## src/rtl/rrwp_pkg.sv

```systemverilog
`timescale 1ns / 1ps

package rrwp_pkg;

  localparam int CORDIC_STAGES_DEF = 16;
  localparam int FRACTION_BITS_DEF = 16;

  // Number of tabulated arctangent entries; deeper pipelines stop here.
  localparam int ATAN_ENTRIES = 24;

  // CORDIC gain K in Q30, limit over infinitely many stages.
  localparam int GAIN_W = 30;
  localparam logic [GAIN_W-1:0] GAIN_Q30 = 30'd652032874;

  // Width of the signed distance: 16-bit range plus 16-bit signed offset.
  localparam int DIST_W = 18;

  // Integer bits above the fraction in the rotated x and y words.
  localparam int XW_GUARD = 19;

  // Residual angle width, 2^32 units per turn plus sign and headroom.
  localparam int ZW = 34;

  // Pose terms that ride along the pipeline beside the rotation.
  typedef struct packed {
    logic signed [31:0] pose_x;
    logic signed [32:0] pose_ys;
  } side_t;

  // round(atan(2^-i) * 2^32 / (2*pi))
  function automatic logic [31:0] atan_turn(input logic [4:0] idx);
    logic [31:0] val;
    case (idx)
      5'd0:    val = 32'd536870912;
      5'd1:    val = 32'd316933406;
      5'd2:    val = 32'd167458907;
      5'd3:    val = 32'd85004756;
      5'd4:    val = 32'd42667331;
      5'd5:    val = 32'd21354465;
      5'd6:    val = 32'd10679838;
      5'd7:    val = 32'd5340245;
      5'd8:    val = 32'd2670163;
      5'd9:    val = 32'd1335087;
      5'd10:   val = 32'd667544;
      5'd11:   val = 32'd333772;
      5'd12:   val = 32'd166886;
      5'd13:   val = 32'd83443;
      5'd14:   val = 32'd41722;
      5'd15:   val = 32'd20861;
      5'd16:   val = 32'd10430;
      5'd17:   val = 32'd5215;
      5'd18:   val = 32'd2608;
      5'd19:   val = 32'd1304;
      5'd20:   val = 32'd652;
      5'd21:   val = 32'd326;
      5'd22:   val = 32'd163;
      5'd23:   val = 32'd81;
      default: val = 32'd0;
    endcase
    return val;
  endfunction

endpackage

```

## src/rtl/rrwp_front.sv

```systemverilog
`timescale 1ns / 1ps

module rrwp_front #(
  parameter int FRACTION_BITS = rrwp_pkg::FRACTION_BITS_DEF
) (
  input  logic                                      clk,
  input  logic                                      rst,
  input  logic                                      adv,
  input  logic                                      in_valid,
  input  logic [15:0]                               range_mm,
  input  logic [15:0]                               min_range_mm,
  input  logic [15:0]                               max_range_mm,
  input  logic signed [15:0]                        sensor_angle,
  input  logic signed [15:0]                        sensor_distance_mm,
  input  logic signed [15:0]                        sensor_y_offset_mm,
  input  logic signed [31:0]                        pose_x_mm,
  input  logic signed [31:0]                        pose_y_mm,
  input  logic signed [15:0]                        pose_heading,
  output logic                                      o_valid,
  output logic signed [FRACTION_BITS+rrwp_pkg::XW_GUARD-1:0] o_x,
  output logic signed [rrwp_pkg::ZW-1:0]            o_z,
  output rrwp_pkg::side_t                           o_side
);

  localparam int XW    = FRACTION_BITS + rrwp_pkg::XW_GUARD;
  localparam int DW    = rrwp_pkg::DIST_W;
  localparam int PW    = DW + rrwp_pkg::GAIN_W + 1;
  localparam int SHIFT = 30 - FRACTION_BITS;

  // stage 1: range gate, distance, angle sum
  logic                 keep;
  logic signed [DW-1:0] dist_next;
  logic [15:0]          ang_next;
  rrwp_pkg::side_t      side_next;

  logic                 s1_valid;
  logic signed [DW-1:0] s1_dist;
  logic [15:0]          s1_ang;
  rrwp_pkg::side_t      s1_side;

  always_comb begin
    keep      = (range_mm > min_range_mm) && (range_mm < max_range_mm);
    dist_next = $signed({2'b00, range_mm}) + $signed({{2{sensor_distance_mm[15]}},
                                                      sensor_distance_mm});
    ang_next  = sensor_angle + pose_heading;
    side_next.pose_x  = pose_x_mm;
    side_next.pose_ys = $signed({pose_y_mm[31], pose_y_mm})
                      + $signed({{17{sensor_y_offset_mm[15]}}, sensor_y_offset_mm});
  end

  always_ff @(posedge clk) begin
    if (rst) begin
      s1_valid <= 1'b0;
    end else if (adv) begin
      s1_valid <= in_valid && keep;
    end
  end

  always_ff @(posedge clk) begin
    if (adv) begin
      s1_dist <= dist_next;
      s1_ang  <= ang_next;
      s1_side <= side_next;
    end
  end

  // stage 2: gain multiply, quadrant fold of the angle
  logic                     flip;
  logic [15:0]              ang_fold;
  logic [15:0]              ang_probe;
  logic signed [PW-1:0]     prod_next;

  logic                     s2_valid;
  logic                     s2_flip;
  logic signed [PW-1:0]     s2_prod;
  logic signed [rrwp_pkg::ZW-1:0] s2_z;
  rrwp_pkg::side_t          s2_side;

  always_comb begin
    ang_probe = s1_ang + 16'h4000;
    flip      = ang_probe[15];
    ang_fold  = s1_ang ^ {flip, 15'b0};
    prod_next = PW'(s1_dist) * $signed({1'b0, rrwp_pkg::GAIN_Q30});
  end

  always_ff @(posedge clk) begin
    if (rst) begin
      s2_valid <= 1'b0;
    end else if (adv) begin
      s2_valid <= s1_valid;
    end
  end

  always_ff @(posedge clk) begin
    if (adv) begin
      s2_flip <= flip;
      s2_prod <= prod_next;
      s2_z    <= rrwp_pkg::ZW'($signed({ang_fold, 16'b0}));
      s2_side <= s1_side;
    end
  end

  // stage 3: scale to the fraction format, negate for the folded half turn
  logic signed [XW-1:0] x_scaled;
  logic signed [XW-1:0] x_next;

  always_comb begin
    x_scaled = XW'(s2_prod >>> SHIFT);
    x_next   = s2_flip ? -x_scaled : x_scaled;
  end

  always_ff @(posedge clk) begin
    if (rst) begin
      o_valid <= 1'b0;
    end else if (adv) begin
      o_valid <= s2_valid;
    end
  end

  always_ff @(posedge clk) begin
    if (adv) begin
      o_x    <= x_next;
      o_z    <= s2_z;
      o_side <= s2_side;
    end
  end

endmodule

```

## config.mk

```make
export PLATFORM = sky130hd
export DESIGN_NAME = rrwp_front
export DESIGN_NICKNAME = d
export VERILOG_FILES = /design/src/rtl/rrwp_pkg.sv /design/src/rtl/rrwp_front.sv
export SDC_FILE = /design/constraint.sdc
export NUM_CORES = 1
export LEC_CHECK = 0
export ABC_AREA = 1
export BUFFER_PORTS_ARGS = -buffer_cell sky130_fd_sc_hd__buf_2
export CELL_PAD_IN_SITES_DETAIL_PLACEMENT = 0
export CELL_PAD_IN_SITES_GLOBAL_PLACEMENT = 1
export CORE_MARGIN = 8
export CORE_UTILIZATION = 51
export DETAILED_ROUTE_END_ITERATION = 16
export PLACE_DENSITY = 0.95
export SYNTH_ARGS = -nofsm -noshare
export SYNTH_HDL_FRONTEND = slang
export SYNTH_SLANG_ARGS = --single-unit
```

## constraint.sdc

```tcl
create_clock -name clk -period 7.88 [get_ports clk]
set_input_delay 0.394 -clock clk [delete_from_list [all_inputs] [get_ports clk]]
set_output_delay 0.394 -clock clk [all_outputs]
set_load 0.05 [all_outputs]
```

# After elaboration in Yosys (flattened, before gate mapping)
# Cells that the tools add are included.
# word_totals
ff_bits	348
inputBits	180
# op_classes
n_reduce_logical	2
multipliers	1
n_lt_le_gt_ge	2
muxes	1
add_sub_neg	5
bitwise	1
# ops
op	count
18-bit by 30-bit multiplier with 48-bit output, second input constant	1
35-bit 2-to-1 mux	1
35-bit negation	1
32-bit by 16-bit adder with 33-bit output	1
17-bit by 16-bit adder with 18-bit output	1
16-bit by 15-bit adder with 16-bit output, second input constant	1
16-bit adder	1
16-bit > comparator	1
16-bit less-than comparator	1
16-bit bitwise XOR	1
1-bit logical AND	2

# Logic depth before layout (Yosys ltp)
# Gate-level depths: netlist of run 1.
# depth
ltp_word	3
ltp_mapped	25
mapped_depth_nobuf	25

# Worst setup path before layout of run 1
# OpenSTA, ideal clock, no wires.
# synth_path
path_type	reg2reg
startpoint	register s1_dist[15]
endpoint	register s2_prod[43] (data pin)
path_stages_with_launch	20
n_path_buf	0
path_slack_ns	2.590
required_ns	7.628
setup_ns	0.252
arrival_ns	5.037
synth_period_minus_slack_ns	5.290
cell_sequence	edfxtp_1 fa_1 fa_1 inv_1 fa_1 inv_1 fa_1 fa_1 inv_1 fa_1 inv_1 ha_1 a21oi_1 o21ai_0 a21oi_1 nor2_1 nor3_1 nand2_1 nand2_1 nand2_1
# synth_between
elab_chain_len	1
# synth_lines
item	line	text
start, declared	rrwp_front.sv:37	logic signed [DW-1:0] s1_dist;
start signal, assigned	rrwp_front.sv:61	s1_dist <= dist_next;
18-bit by 30-bit multiplier with 48-bit output	rrwp_front.sv:83	prod_next = PW'(s1_dist) * $signed({1'b0, rrwp_pkg::GAIN_Q30});
via prod_next[43]	rrwp_front.sv:71	logic signed [PW-1:0] prod_next;
end signal, assigned	rrwp_front.sv:97	s2_prod <= prod_next;
end, declared	rrwp_front.sv:75	logic signed [PW-1:0] s2_prod;
# The timed path passes the listed nets, and every way through them passes these cells.
# A chain may end at the register's enable or synchronous reset.

# Worst setup path after layout of run 1
# layout_path
startpoint	register s1_dist[15]
endpoint	register s2_prod[40] (data pin)
# Same word-level chain as after synthesis.

==> flow_results.xml, run 1 <==
<?xml version="1.0" encoding="UTF-8"?>
<metrics>
  <group name="sta">
    <metric name="rsz_0062_raised_after_global_routing" unit="">false</metric>
    <metric name="fin_skew" unit="ns">0.0282</metric>
    <metric name="worst-slew-pin-transition" unit="ns">1.05</metric>
    <metric name="fin_crit" unit="ns">6.20</metric>
    <metric name="finalSetupViolCount" unit="">0</metric>
    <metric name="final_hold_violating_endpoints" unit="">0</metric>
    <metric name="timing.fmax" unit="GHz">0.161</metric>
    <metric name="relSlewSlack" unit="%">29.9</metric>
    <metric name="drv_slew" unit="">0</metric>
    <metric name="timing.setup.tns" unit="ns">0</metric>
    <metric name="period_share" unit="%">78.7</metric>
  </group>
  <group name="cts">
    <metric name="clock_tree_from_tritoncts" unit="">done</metric>
    <metric name="cts.root.buffer_cell" unit="">clkbuf_16</metric>
    <metric name="buffers_inserted_by_post_cts_timing_repair" unit="">0</metric>
    <metric name="cts-buffers-inserted" unit="">37</metric>
    <metric name="cts.repair.resized" unit="">0</metric>
    <metric name="cts_buffer_depth" unit="">3</metric>
    <metric name="htreeDepth" unit="">2</metric>
    <metric name="worst_setup_hold_path_clk_slew" unit="ns">0.06</metric>
    <metric name="clk-insertion-delay-late" unit="ns">0.58</metric>
    <metric name="holdBufCountCts" unit="">28</metric>
    <metric name="cts_sinks" unit="">335</metric>
  </group>
  <group name="drt">
    <metric name="drt-wirelength-per-cell" unit="um">19.2</metric>
    <metric name="vias_per_cell" unit="">5.12</metric>
    <metric name="dr_total_vias" unit="">18241</metric>
    <metric name="first_pass_iters" unit="">8</metric>
    <metric name="route.detailed.drc" unit="">0</metric>
    <metric name="wl" unit="um">68500</metric>
    <metric name="initialDrtViolationCount" unit="">1089</metric>
    <metric name="final_antenna_net_count" unit="">0</metric>
  </group>
  <group name="finish">
    <metric name="area_delta_synth_final" unit="%">14.7</metric>
    <metric name="ff_latch_area" unit="sq mm">0.0100</metric>
    <metric name="layout.cells.most_common" unit="">inv_1</metric>
    <metric name="mostFrequentLayoutCells" unit="">inv_1, nand2_1, edfxtp_1</metric>
    <metric name="nFillCells" unit="">4212</metric>
    <metric name="layout-drive-gt1-share" unit="%">14.2</metric>
    <metric name="final_nets" unit="">3530</metric>
    <metric name="finish.cell_count_without_fillers" unit="">3560</metric>
    <metric name="multiInputGateArea" unit="sq mm">0.0134</metric>
    <metric name="final_cell_area" unit="sq mm">0.0293</metric>
    <metric name="post-route-util" unit="%">58.8</metric>
  </group>
  <group name="logic_synthesis">
    <metric name="synth_cells" unit="">2496</metric>
    <metric name="ys.flop_type" unit="">edfxtp_1</metric>
    <metric name="cell_area_after_synthesis" unit="sq mm">0.0255</metric>
    <metric name="synth-async-reset-ratio" unit="%">0</metric>
    <metric name="number_of_warnings_issued_by_yosys" unit="">0</metric>
    <metric name="yosys_register_bits" unit="">335</metric>
    <metric name="synth_cell_types" unit="">49</metric>
    <metric name="seq_area_frac_synth" unit="%">39.3</metric>
    <metric name="synth-edff-count" unit="">332</metric>
    <metric name="synthesis.area_per_instance" unit="sq um">10.2</metric>
  </group>
  <group name="setup_path">
    <metric name="worst_path_max_delay_cell" unit="">edfxtp_1</metric>
    <metric name="worstSetupEndpointType" unit="">flop</metric>
    <metric name="worstPathBufferInverterCount" unit="">4</metric>
    <metric name="crit_chain" unit="">fa_1 &gt; inv_1 &gt; fa_1 &gt; fa_1 &gt; inv_1 &gt; fa_1 &gt; fa_1 &gt; inv_1 &gt; fa_1 &gt; inv_1 &gt; ha_1 &gt; nand2_1 &gt; nor2_1 &gt; nand2_1 &gt; nor2_1 &gt; nand3_1 &gt; nand4_1 &gt; nand2_1</metric>
    <metric name="critPathLaunch" unit="">s1_dist[15]$_DFFE_PP_</metric>
    <metric name="cp_max_fo" unit="">11</metric>
    <metric name="worst_path_most_repeated_cell" unit="">fa_1</metric>
    <metric name="criticalPathCategory" unit="">flop to flop</metric>
    <metric name="worst_r2r_startpoint" unit="">s1_dist[15]$_DFFE_PP_</metric>
    <metric name="worst-endpoint-arrival" unit="ns">6.52</metric>
    <metric name="worst_ep_required_time" unit="ns">8.19</metric>
    <metric name="critical-path-max-stage-delay" unit="ns">0.68</metric>
    <metric name="setup.worst_path.start_class" unit="">flop</metric>
    <metric name="worst_path_dominant_cell_family" unit="">adder cells</metric>
  </group>
  <group name="floorplanning">
    <metric name="start_util" unit="%">51.3</metric>
    <metric name="pin_count" unit="">315</metric>
    <metric name="die-area" unit="sq mm">0.0574</metric>
    <metric name="fp.coreArea" unit="sq mm">0.0498</metric>
    <metric name="height_of_the_die" unit="um">240</metric>
    <metric name="die_w" unit="um">240</metric>
    <metric name="placementRows" unit="">82</metric>
  </group>
  <group name="min_path">
    <metric name="min-delay-start" unit="">pose_x_mm[10]</metric>
    <metric name="hold_class" unit="">primary input to flop</metric>
  </group>
  <group name="grt">
    <metric name="via_count_of_the_first_global_routing_pass" unit="">19307</metric>
    <metric name="global_route.usage.total" unit="%">23.7</metric>
    <metric name="grt_first_pass_wirelength" unit="um">105000</metric>
    <metric name="largest_net_degree_at_the_start_of_global_routing" unit="">99</metric>
    <metric name="grt_antenna_before_repair" unit="">2</metric>
    <metric name="overflow" unit="">0</metric>
  </group>
  <group name="placement">
    <metric name="io_buffers" unit="">298</metric>
    <metric name="placed_cells_incl_taps" unit="">3464</metric>
    <metric name="gp_congestion" unit="">1.01</metric>
    <metric name="detailed_place_hpwl" unit="um">57800</metric>
    <metric name="post_dp_cell_area" unit="sq mm">0.0278</metric>
  </group>
  <group name="status">
    <metric name="outcome" unit="">complete, no violations</metric>
  </group>
  <group name="job">
    <metric name="maxCapViolations" unit="">0</metric>
  </group>
</metrics>
[cell usage after synthesis, types with 11 or more instances]
cell type    n  area (sq um)
fa_1       206          4120
o21ai_1     18          90.1
nand2_1    395          1480
xor2_1      81           709
a21o_1      17           128
nor3_1      16          80.1
nor2_2      12          75.1
edfxtp_1   332          9970
o21a_1      11          82.6
nand3_1     81           405
inv_1      523          1960
buf_4       18           135
o21ai_0     54           270
nand4_1     28           175
o21bai_1    13          97.6
ha_1       284          3550
a21oi_1    142           711
nand2_2     12          75.1
xnor2_1     25           219
nor2_1     159           597
inv_2       11          41.3
[flip-flops by register name, summed over array words and instances (netlist names)]
signal    flops
s2_flip       1
s2_z         16
s2_valid      1
o_valid       1
s2_side      65
o_side       65
o_z          16
o_x          35
s1_ang       16
s1_dist      18
s1_valid      1
s2_prod      35
s1_side      65
[through the flow]
step / setup WS (ns) / hold WS, ns
2_1_floorplan: 2.59 / 0.400
3_3_place_gp: 1.64 / 0.400
3_5_place_dp: 1.68 / 0.405
4_1_cts: 1.67 / 0.00213
5_1_grt: 1.40 / 0.00135
6_report: 1.68 / 0.0266
[cell families after synthesis]
logic type | count (synthesis) | share of synthesized area, %
and+or+nand+nor | 725 | 12.0
buffers and inverters | 557 | 8.46
AOI/OAI and AO/OA | 282 | 6.47
other | 1 | 0.0147
adders and majority gates | 490 | 30.1
DFF | 335 | 39.3
xor gates and xnor gates | 106 | 3.64
[worst register-to-register path: cells and delay by family, from the launching register on]
kind / cells / cell delay, ns
buffers and inverters: 4 / 0.35
adders and majority gates: 7 / 3.60
and+or+nand+nor: 7 / 1.32
DFF: 1 / 0.68
[final timing paths]
| kind | end | slack, ns | depth (start not counted) |
|---|---|---|---|
| setup reg to reg | s2_prod[40]$_DFFE_PP_ | 1.68 | 18 |
| setup / recovery | s2_prod[40]$_DFFE_PP_ | 1.68 | 18 |
| hold / removal | s1_side[43]$_DFFE_PP_ | 0.03 | 1 |
| hold reg to reg | s2_side[39]$_DFFE_PP_ | 0.41 | 0 |
[area by class of cell]
cell class              count  area share [%]
diodes                      2          0.0171
flip-flops and latches    335            34.3
repair buffers            332            6.25
multi-input cells        1619            45.7
inverters                 535            6.86
clock buffers              48            3.34
clock inverters            17           0.684
well taps                 672            2.87
[routing by layer]
metal	part of all wire, %	wire, um	GRT usage, %	up-vias
li1	-	-	-	8816
met1	41	27800	28.6	8733
met2	49	33900	41.8	562
met3	5.6	3860	4.31	130
met4	4.3	2970	9.64	0
met5	0	0	0	-
Power of run 1 is not shown: default switching activity piles up to over one toggle a cycle in this logic, so the estimate is an artifact.
==> run 2: changes to the inputs <==
--- a/config.mk
+++ b/config.mk
@@ -10,9 +10,9 @@
 export CELL_PAD_IN_SITES_DETAIL_PLACEMENT = 0
 export CELL_PAD_IN_SITES_GLOBAL_PLACEMENT = 1
 export CORE_MARGIN = 8
-export CORE_UTILIZATION = 51
+export CORE_UTILIZATION = 42
 export DETAILED_ROUTE_END_ITERATION = 16
-export PLACE_DENSITY = 0.95
+export PLACE_DENSITY = 0.84
 export SYNTH_ARGS = -nofsm -noshare
 export SYNTH_HDL_FRONTEND = slang
 export SYNTH_SLANG_ARGS = --single-unit
==> constraint.sdc (replaced) <==
create_clock -name clk -period 5.4 [get_ports clk]
set_input_delay 0.27 -clock clk [delete_from_list [all_inputs] [get_ports clk]]
set_output_delay 0.27 -clock clk [all_outputs]
set_load 0.05 [all_outputs]
==> flow_results.xml, run 2 (synthesized netlist as in run 1, its figures left out) <==
<?xml version="1.0" encoding="UTF-8"?>
<metrics>
  <group name="finish">
    <metric name="mostFrequentLayoutCells" unit="">inv_1, nand2_1, edfxtp_1</metric>
    <metric name="top_registers" unit="">o_side (65), s1_side (65), s2_side (65)</metric>
    <metric name="layout.cells.most_common" unit="">inv_1</metric>
    <metric name="area_delta_synth_final" unit="%">25.2</metric>
    <metric name="final_nets" unit="">3715</metric>
    <metric name="finish.cell_count_without_fillers" unit="">3860</metric>
    <metric name="layout-drive-gt1-share" unit="%">25.3</metric>
    <metric name="nFillCells" unit="">5300</metric>
  </group>
  <group name="sta">
    <metric name="fin_crit" unit="ns">5.33</metric>
    <metric name="fin_skew" unit="ns">0.0164</metric>
    <metric name="final_hold_violating_endpoints" unit="">0</metric>
    <metric name="rsz_0062_raised_after_global_routing" unit="">true</metric>
    <metric name="relSlewSlack" unit="%">32.1</metric>
    <metric name="finalSetupViolCount" unit="">0</metric>
    <metric name="worst-slew-pin-transition" unit="ns">1.02</metric>
    <metric name="drv_slew" unit="">0</metric>
    <metric name="timing.fmax" unit="GHz">0.188</metric>
    <metric name="period_share" unit="%">98.7</metric>
  </group>
  <group name="floorplanning">
    <metric name="die-area" unit="sq mm">0.0689</metric>
    <metric name="fp.coreArea" unit="sq mm">0.0602</metric>
    <metric name="die_w" unit="um">262</metric>
    <metric name="pin_count" unit="">315</metric>
    <metric name="height_of_the_die" unit="um">262</metric>
    <metric name="placementRows" unit="">90</metric>
    <metric name="start_util" unit="%">42.4</metric>
  </group>
  <group name="cts">
    <metric name="clock_tree_from_tritoncts" unit="">done</metric>
    <metric name="htreeDepth" unit="">2</metric>
    <metric name="cts.root.buffer_cell" unit="">clkbuf_16</metric>
    <metric name="cts-buffers-inserted" unit="">38</metric>
    <metric name="worst_setup_hold_path_clk_slew" unit="ns">0.06</metric>
    <metric name="cts_sinks" unit="">335</metric>
    <metric name="clk-insertion-delay-late" unit="ns">0.57</metric>
    <metric name="cts_buffer_depth" unit="">3</metric>
  </group>
  <group name="grt">
    <metric name="grt_first_pass_wirelength" unit="um">110000</metric>
    <metric name="largest_net_degree_at_the_start_of_global_routing" unit="">143</metric>
    <metric name="via_count_of_the_first_global_routing_pass" unit="">20110</metric>
    <metric name="grt_antenna_before_repair" unit="">3</metric>
    <metric name="global_route.usage.total" unit="%">20.2</metric>
    <metric name="overflow" unit="">0</metric>
  </group>
  <group name="drt">
    <metric name="vias_per_cell" unit="">4.90</metric>
    <metric name="route.detailed.drc" unit="">0</metric>
    <metric name="final_antenna_net_count" unit="">0</metric>
    <metric name="initialDrtViolationCount" unit="">992</metric>
    <metric name="first_pass_iters" unit="">5</metric>
    <metric name="dr_total_vias" unit="">18905</metric>
    <metric name="wl" unit="um">72000</metric>
    <metric name="drt-wirelength-per-cell" unit="um">18.6</metric>
  </group>
  <group name="setup_path">
    <metric name="worst_path_max_delay_cell" unit="">fa_2</metric>
    <metric name="crit_chain" unit="">buf_6 &gt; fa_2 &gt; inv_2 &gt; fa_2 &gt; fa_2 &gt; inv_2 &gt; fa_2 &gt; fa_1 &gt; inv_1 &gt; fa_1 &gt; inv_2 &gt; ha_4 &gt; nand2_4 &gt; buf_6 &gt; nor2_4 &gt; nand2_4 &gt; inv_2 &gt; nand4_1 &gt; nand4_1 &gt; nand2_1</metric>
    <metric name="worstPathBufferInverterCount" unit="">7</metric>
    <metric name="number_of_gates_on_the_worst_path_with_buffers_counted" unit="">20</metric>
    <metric name="rr_worst_depth" unit="">20</metric>
    <metric name="worst_path_dominant_cell_family" unit="">adder cells</metric>
    <metric name="rr_endpoint" unit="">s2_prod[45]$_DFFE_PP_</metric>
    <metric name="worst_ep_required_time" unit="ns">5.71</metric>
    <metric name="worst_reg2reg_setup_slack" unit="ns">0.07</metric>
    <metric name="setup.worst_path.start_class" unit="">flop</metric>
    <metric name="criticalPathCategory" unit="">flop to flop</metric>
    <metric name="critical_path.endpoint" unit="">s2_prod[45]$_DFFE_PP_</metric>
    <metric name="worst-endpoint-arrival" unit="ns">5.64</metric>
    <metric name="cp_max_fo" unit="">4</metric>
    <metric name="worst_r2r_startpoint" unit="">s1_dist[7]$_DFFE_PP_</metric>
    <metric name="worstSetupEndpointType" unit="">flop</metric>
    <metric name="critPathLaunch" unit="">s1_dist[7]$_DFFE_PP_</metric>
    <metric name="critical-path-max-stage-delay" unit="ns">0.58</metric>
  </group>
  <group name="placement">
    <metric name="detailed_place_hpwl" unit="um">59400</metric>
    <metric name="placed_cells_incl_taps" unit="">3711</metric>
    <metric name="gp_congestion" unit="">0.979</metric>
    <metric name="io_buffers" unit="">298</metric>
  </group>
  <group name="min_path">
    <metric name="hold_class" unit="">primary input to flop</metric>
    <metric name="timing.hold.worst_path_depth" unit="">2</metric>
  </group>
  <group name="job">
    <metric name="maxCapViolations" unit="">0</metric>
  </group>
  <group name="status">
    <metric name="outcome" unit="">complete, no violations</metric>
  </group>
</metrics>
[run 2: how the worst min path moves through the flow]
stage	startpoint	to	slack, ns
after floorplan	rst	o_valid$_SDFFE_PP0P_	0.34
after global routing	range_mm[0]	s1_dist[0]$_DFFE_PP_	0.03
final	range_mm[0]	s1_dist[0]$_DFFE_PP_	0.05
after global placement	s2_side[55]$_DFFE_PP_	o_side[55]$_DFFE_PP_	0.40
after CTS	range_mm[0]	s1_dist[0]$_DFFE_PP_	0.005
after detailed placement	s2_side[16]$_DFFE_PP_	o_side[16]$_DFFE_PP_	0.40
[run 2: area by class of cell]
type                       instances  area [sq um]  area share (%)
antenna                            3          7.51          0.0235
tap                              782           978            3.06
timing repair buffer             516          3280            10.3
sequential                       335         10000            31.4
clock inverter                    26           268           0.838
clock buffer                      44           973            3.05
multi-input combinational       1619         14400            45.1
inverter                         535          2010            6.29
[run 2: timing repair]
item,4_1_cts,5_1_grt
endpoints found under the setup margin,31,33
endpoints found under the hold margin,38,0
cloned,0,0
pin swaps,21,56
buffers inserted,14,24
gates resized for setup,86,166
hold buffers,38,0
[run 2: per-stage QoR]
stage / setup slack [ns] / util (%) / instance area, sq um / hold slack [ns] / TNS (ns)
2_1_floorplan: 0.110 / - / 25600 / 0.339 / 0
3_3_place_gp: -0.447 / 48.1 / 29000 / 0.400 / -2.22
3_5_place_dp: -0.449 / 48.1 / 29000 / 0.405 / -3.91
4_1_cts: 0.000139 / 51.6 / 31100 / 0.00485 / 0
5_1_grt: -0.0859 / 53.0 / 31900 / 0.0332 / -0.818
6_report: 0.0714 / 53.0 / 31900 / 0.0476 / 0
[run 2: per-layer routing]
layer	vias to the layer above	GRT usage [%]	part of all wire, %
met2	482	36.5	51
met1	9131	24.8	43
met5	-	0	0
met4	0	6.24	2.8
li1	9189	-	-
met3	103	2.97	3.9
[run 2: worst register-to-register path, delay by kind of cell, from the launching register on]
| kind | cells | cell delay (ns) |
|---|---|---|
| flops | 1 | 0.48 |
| buf+inv | 7 | 0.55 |
| simple gates | 6 | 0.74 |
| fa+ha+maj | 7 | 3.34 |
Power of run 2 is left out for the same reason.
==> run 3: changes to the inputs <==
--- a/config.mk
+++ b/config.mk
@@ -10,9 +10,10 @@
 export CELL_PAD_IN_SITES_DETAIL_PLACEMENT = 0
 export CELL_PAD_IN_SITES_GLOBAL_PLACEMENT = 1
 export CORE_MARGIN = 8
-export CORE_UTILIZATION = 42
+export CORE_UTILIZATION = 37
 export DETAILED_ROUTE_END_ITERATION = 16
-export PLACE_DENSITY = 0.84
+export PLACE_DENSITY = 0.77
+export SKIP_LAST_GASP = 1
 export SYNTH_ARGS = -nofsm -noshare
 export SYNTH_HDL_FRONTEND = slang
 export SYNTH_SLANG_ARGS = --single-unit
==> flow_results.xml, run 3 (synthesized netlist as in run 1, its figures left out) <==
<?xml version="1.0" encoding="UTF-8"?>
<metrics>
  <group name="floorplanning">
    <metric name="die_w" unit="um">279</metric>
    <metric name="height_of_the_die" unit="um">279</metric>
    <metric name="fp.coreArea" unit="sq mm">0.0685</metric>
    <metric name="start_util" unit="%">37.3</metric>
    <metric name="pin_count" unit="">315</metric>
    <metric name="die-area" unit="sq mm">0.0776</metric>
    <metric name="placementRows" unit="">96</metric>
  </group>
  <group name="setup_path">
    <metric name="worst_reg2reg_setup_slack" unit="ns">-0.009</metric>
    <metric name="setup.worst_path.start_class" unit="">flop</metric>
    <metric name="cp_max_fo" unit="">5</metric>
    <metric name="worst-endpoint-arrival" unit="ns">5.73</metric>
    <metric name="worst_path_most_repeated_cell" unit="">inv_2</metric>
    <metric name="critical-path-max-stage-delay" unit="ns">0.60</metric>
    <metric name="worst_path_dominant_cell_family" unit="">adder cells</metric>
    <metric name="worst_path_max_delay_cell" unit="">fa_2</metric>
    <metric name="worstPathBufferInverterCount" unit="">6</metric>
    <metric name="worstSetupEndpointType" unit="">flop</metric>
    <metric name="criticalPathCategory" unit="">flop to flop</metric>
    <metric name="worst_ep_required_time" unit="ns">5.72</metric>
    <metric name="crit_chain" unit="">fa_2 &gt; inv_2 &gt; fa_2 &gt; fa_2 &gt; inv_2 &gt; fa_1 &gt; fa_1 &gt; inv_2 &gt; fa_1 &gt; inv_2 &gt; ha_4 &gt; nand2_4 &gt; o21ai_4 &gt; a21oi_2 &gt; buf_4 &gt; o21a_1 &gt; buf_4 &gt; nand3_1 &gt; nand2_2</metric>
  </group>
  <group name="grt">
    <metric name="grt_first_pass_wirelength" unit="um">105000</metric>
    <metric name="overflow" unit="">0</metric>
    <metric name="grt_antenna_before_repair" unit="">4</metric>
    <metric name="global_route.usage.total" unit="%">17.3</metric>
    <metric name="largest_net_degree_at_the_start_of_global_routing" unit="">178</metric>
    <metric name="via_count_of_the_first_global_routing_pass" unit="">19257</metric>
  </group>
  <group name="sta">
    <metric name="worst-slew-pin-transition" unit="ns">0.897</metric>
    <metric name="period_share" unit="%">100</metric>
    <metric name="fin_crit" unit="ns">5.41</metric>
    <metric name="drv_slew" unit="">0</metric>
    <metric name="finalSetupViolCount" unit="">1</metric>
    <metric name="timing.fmax" unit="GHz">0.185</metric>
    <metric name="relSlewSlack" unit="%">40.2</metric>
    <metric name="rsz_0062_raised_after_global_routing" unit="">true</metric>
    <metric name="final_hold_violating_endpoints" unit="">0</metric>
    <metric name="hold_ws" unit="ns">0.0331</metric>
    <metric name="fin_ws" unit="ns">-0.00862</metric>
    <metric name="fin_skew" unit="ns">0.0349</metric>
  </group>
  <group name="min_path">
    <metric name="hold_class" unit="">primary input to flop</metric>
  </group>
  <group name="placement">
    <metric name="gp_congestion" unit="">0.933</metric>
    <metric name="post_dp_cell_area" unit="sq mm">0.0291</metric>
    <metric name="detailed_place_hpwl" unit="um">57400</metric>
    <metric name="io_buffers" unit="">298</metric>
  </group>
  <group name="drt">
    <metric name="vias_per_cell" unit="">4.65</metric>
    <metric name="route.detailed.drc" unit="">0</metric>
    <metric name="final_antenna_net_count" unit="">0</metric>
    <metric name="initialDrtViolationCount" unit="">948</metric>
    <metric name="wl" unit="um">68200</metric>
    <metric name="first_pass_iters" unit="">5</metric>
    <metric name="drt-wirelength-per-cell" unit="um">17.3</metric>
    <metric name="dr_total_vias" unit="">18322</metric>
  </group>
  <group name="cts">
    <metric name="htreeDepth" unit="">2</metric>
    <metric name="cts_buffer_depth" unit="">3</metric>
    <metric name="clk-insertion-delay-late" unit="ns">0.56</metric>
    <metric name="cts.root.buffer_cell" unit="">clkbuf_16</metric>
    <metric name="worst_setup_hold_path_clk_slew" unit="ns">0.06</metric>
    <metric name="cts_sinks" unit="">335</metric>
    <metric name="cts-buffers-inserted" unit="">39</metric>
    <metric name="clock_tree_from_tritoncts" unit="">done</metric>
  </group>
  <group name="job">
    <metric name="maxCapViolations" unit="">0</metric>
  </group>
  <group name="finish">
    <metric name="final_nets" unit="">3699</metric>
    <metric name="mostFrequentLayoutCells" unit="">inv_1, nand2_1, edfxtp_1</metric>
    <metric name="layout-drive-gt1-share" unit="%">24.1</metric>
    <metric name="layout.cells.most_common" unit="">inv_1</metric>
    <metric name="final_cell_area" unit="sq mm">0.0318</metric>
    <metric name="area_delta_synth_final" unit="%">24.5</metric>
    <metric name="post-route-util" unit="%">46.4</metric>
    <metric name="top_registers" unit="">o_side (65), s1_side (65), s2_side (65)</metric>
  </group>
  <group name="status">
    <metric name="outcome" unit="">complete, but fails checks</metric>
    <metric name="failed_checks" unit="">negative setup slack</metric>
  </group>
</metrics>
-- run 3: per-layer routing --
| metal | GRT usage (%) | up-vias | wire length [um] |
|---|---|---|---|
| li1 | - | 9140 | - |
| met1 | 22.3 | 8627 | 30100 |
| met2 | 29.2 | 431 | 32300 |
| met3 | 2.80 | 124 | 3340 |
| met4 | 6.19 | 0 | 2480 |
| met5 | 0 | - | 0 |
-- run 3: area by class of cell --
type	instances	area, sq um
diodes	4	10.0
clock buffers	41	983
clock inverters	22	314
fillers	6442	36700
inverters	535	2010
multi-input cells	1619	14200
flip-flops and latches	335	10000
well taps	882	1100
repair buffers	499	3140
-- run 3: stage by stage --
step / setup slack, ns / cells / setup TNS, ns
2_1_floorplan: 0.110 / 2511 / 0
3_3_place_gp: -0.173 / 3812 / -1.77
3_5_place_dp: -0.232 / 3812 / -2.49
4_1_cts: -0.0222 / 3915 / -0.0715
5_1_grt: -0.173 / 3937 / -1.82
6_report: -0.00862 / 3937 / -0.00862
-- run 3: path summary, 6_finish.rpt --
| check | startpoint | to | cells after the start |
|---|---|---|---|
| setup / recovery | s1_dist[8]$_DFFE_PP_ | s2_prod[35]$_DFFE_PP_ | 19 |
| hold reg to reg | s1_side[58]$_DFFE_PP_ | s2_side[58]$_DFFE_PP_ | 0 |
| setup reg to reg | s1_dist[8]$_DFFE_PP_ | s2_prod[35]$_DFFE_PP_ | 19 |
| hold / removal | sensor_distance_mm[0] | s1_dist[0]$_DFFE_PP_ | 2 |
-- run 3: what timing repair did --
action,4_1_cts,5_1_grt
hold endpoints to repair,37,0
endpoints found under the setup margin,21,31
pin swaps,4,66
hold buffers,37,0
setup buffers,3,18
cloned,0,0
gates resized for setup,38,180
Power of run 3 is left out for the same reason.
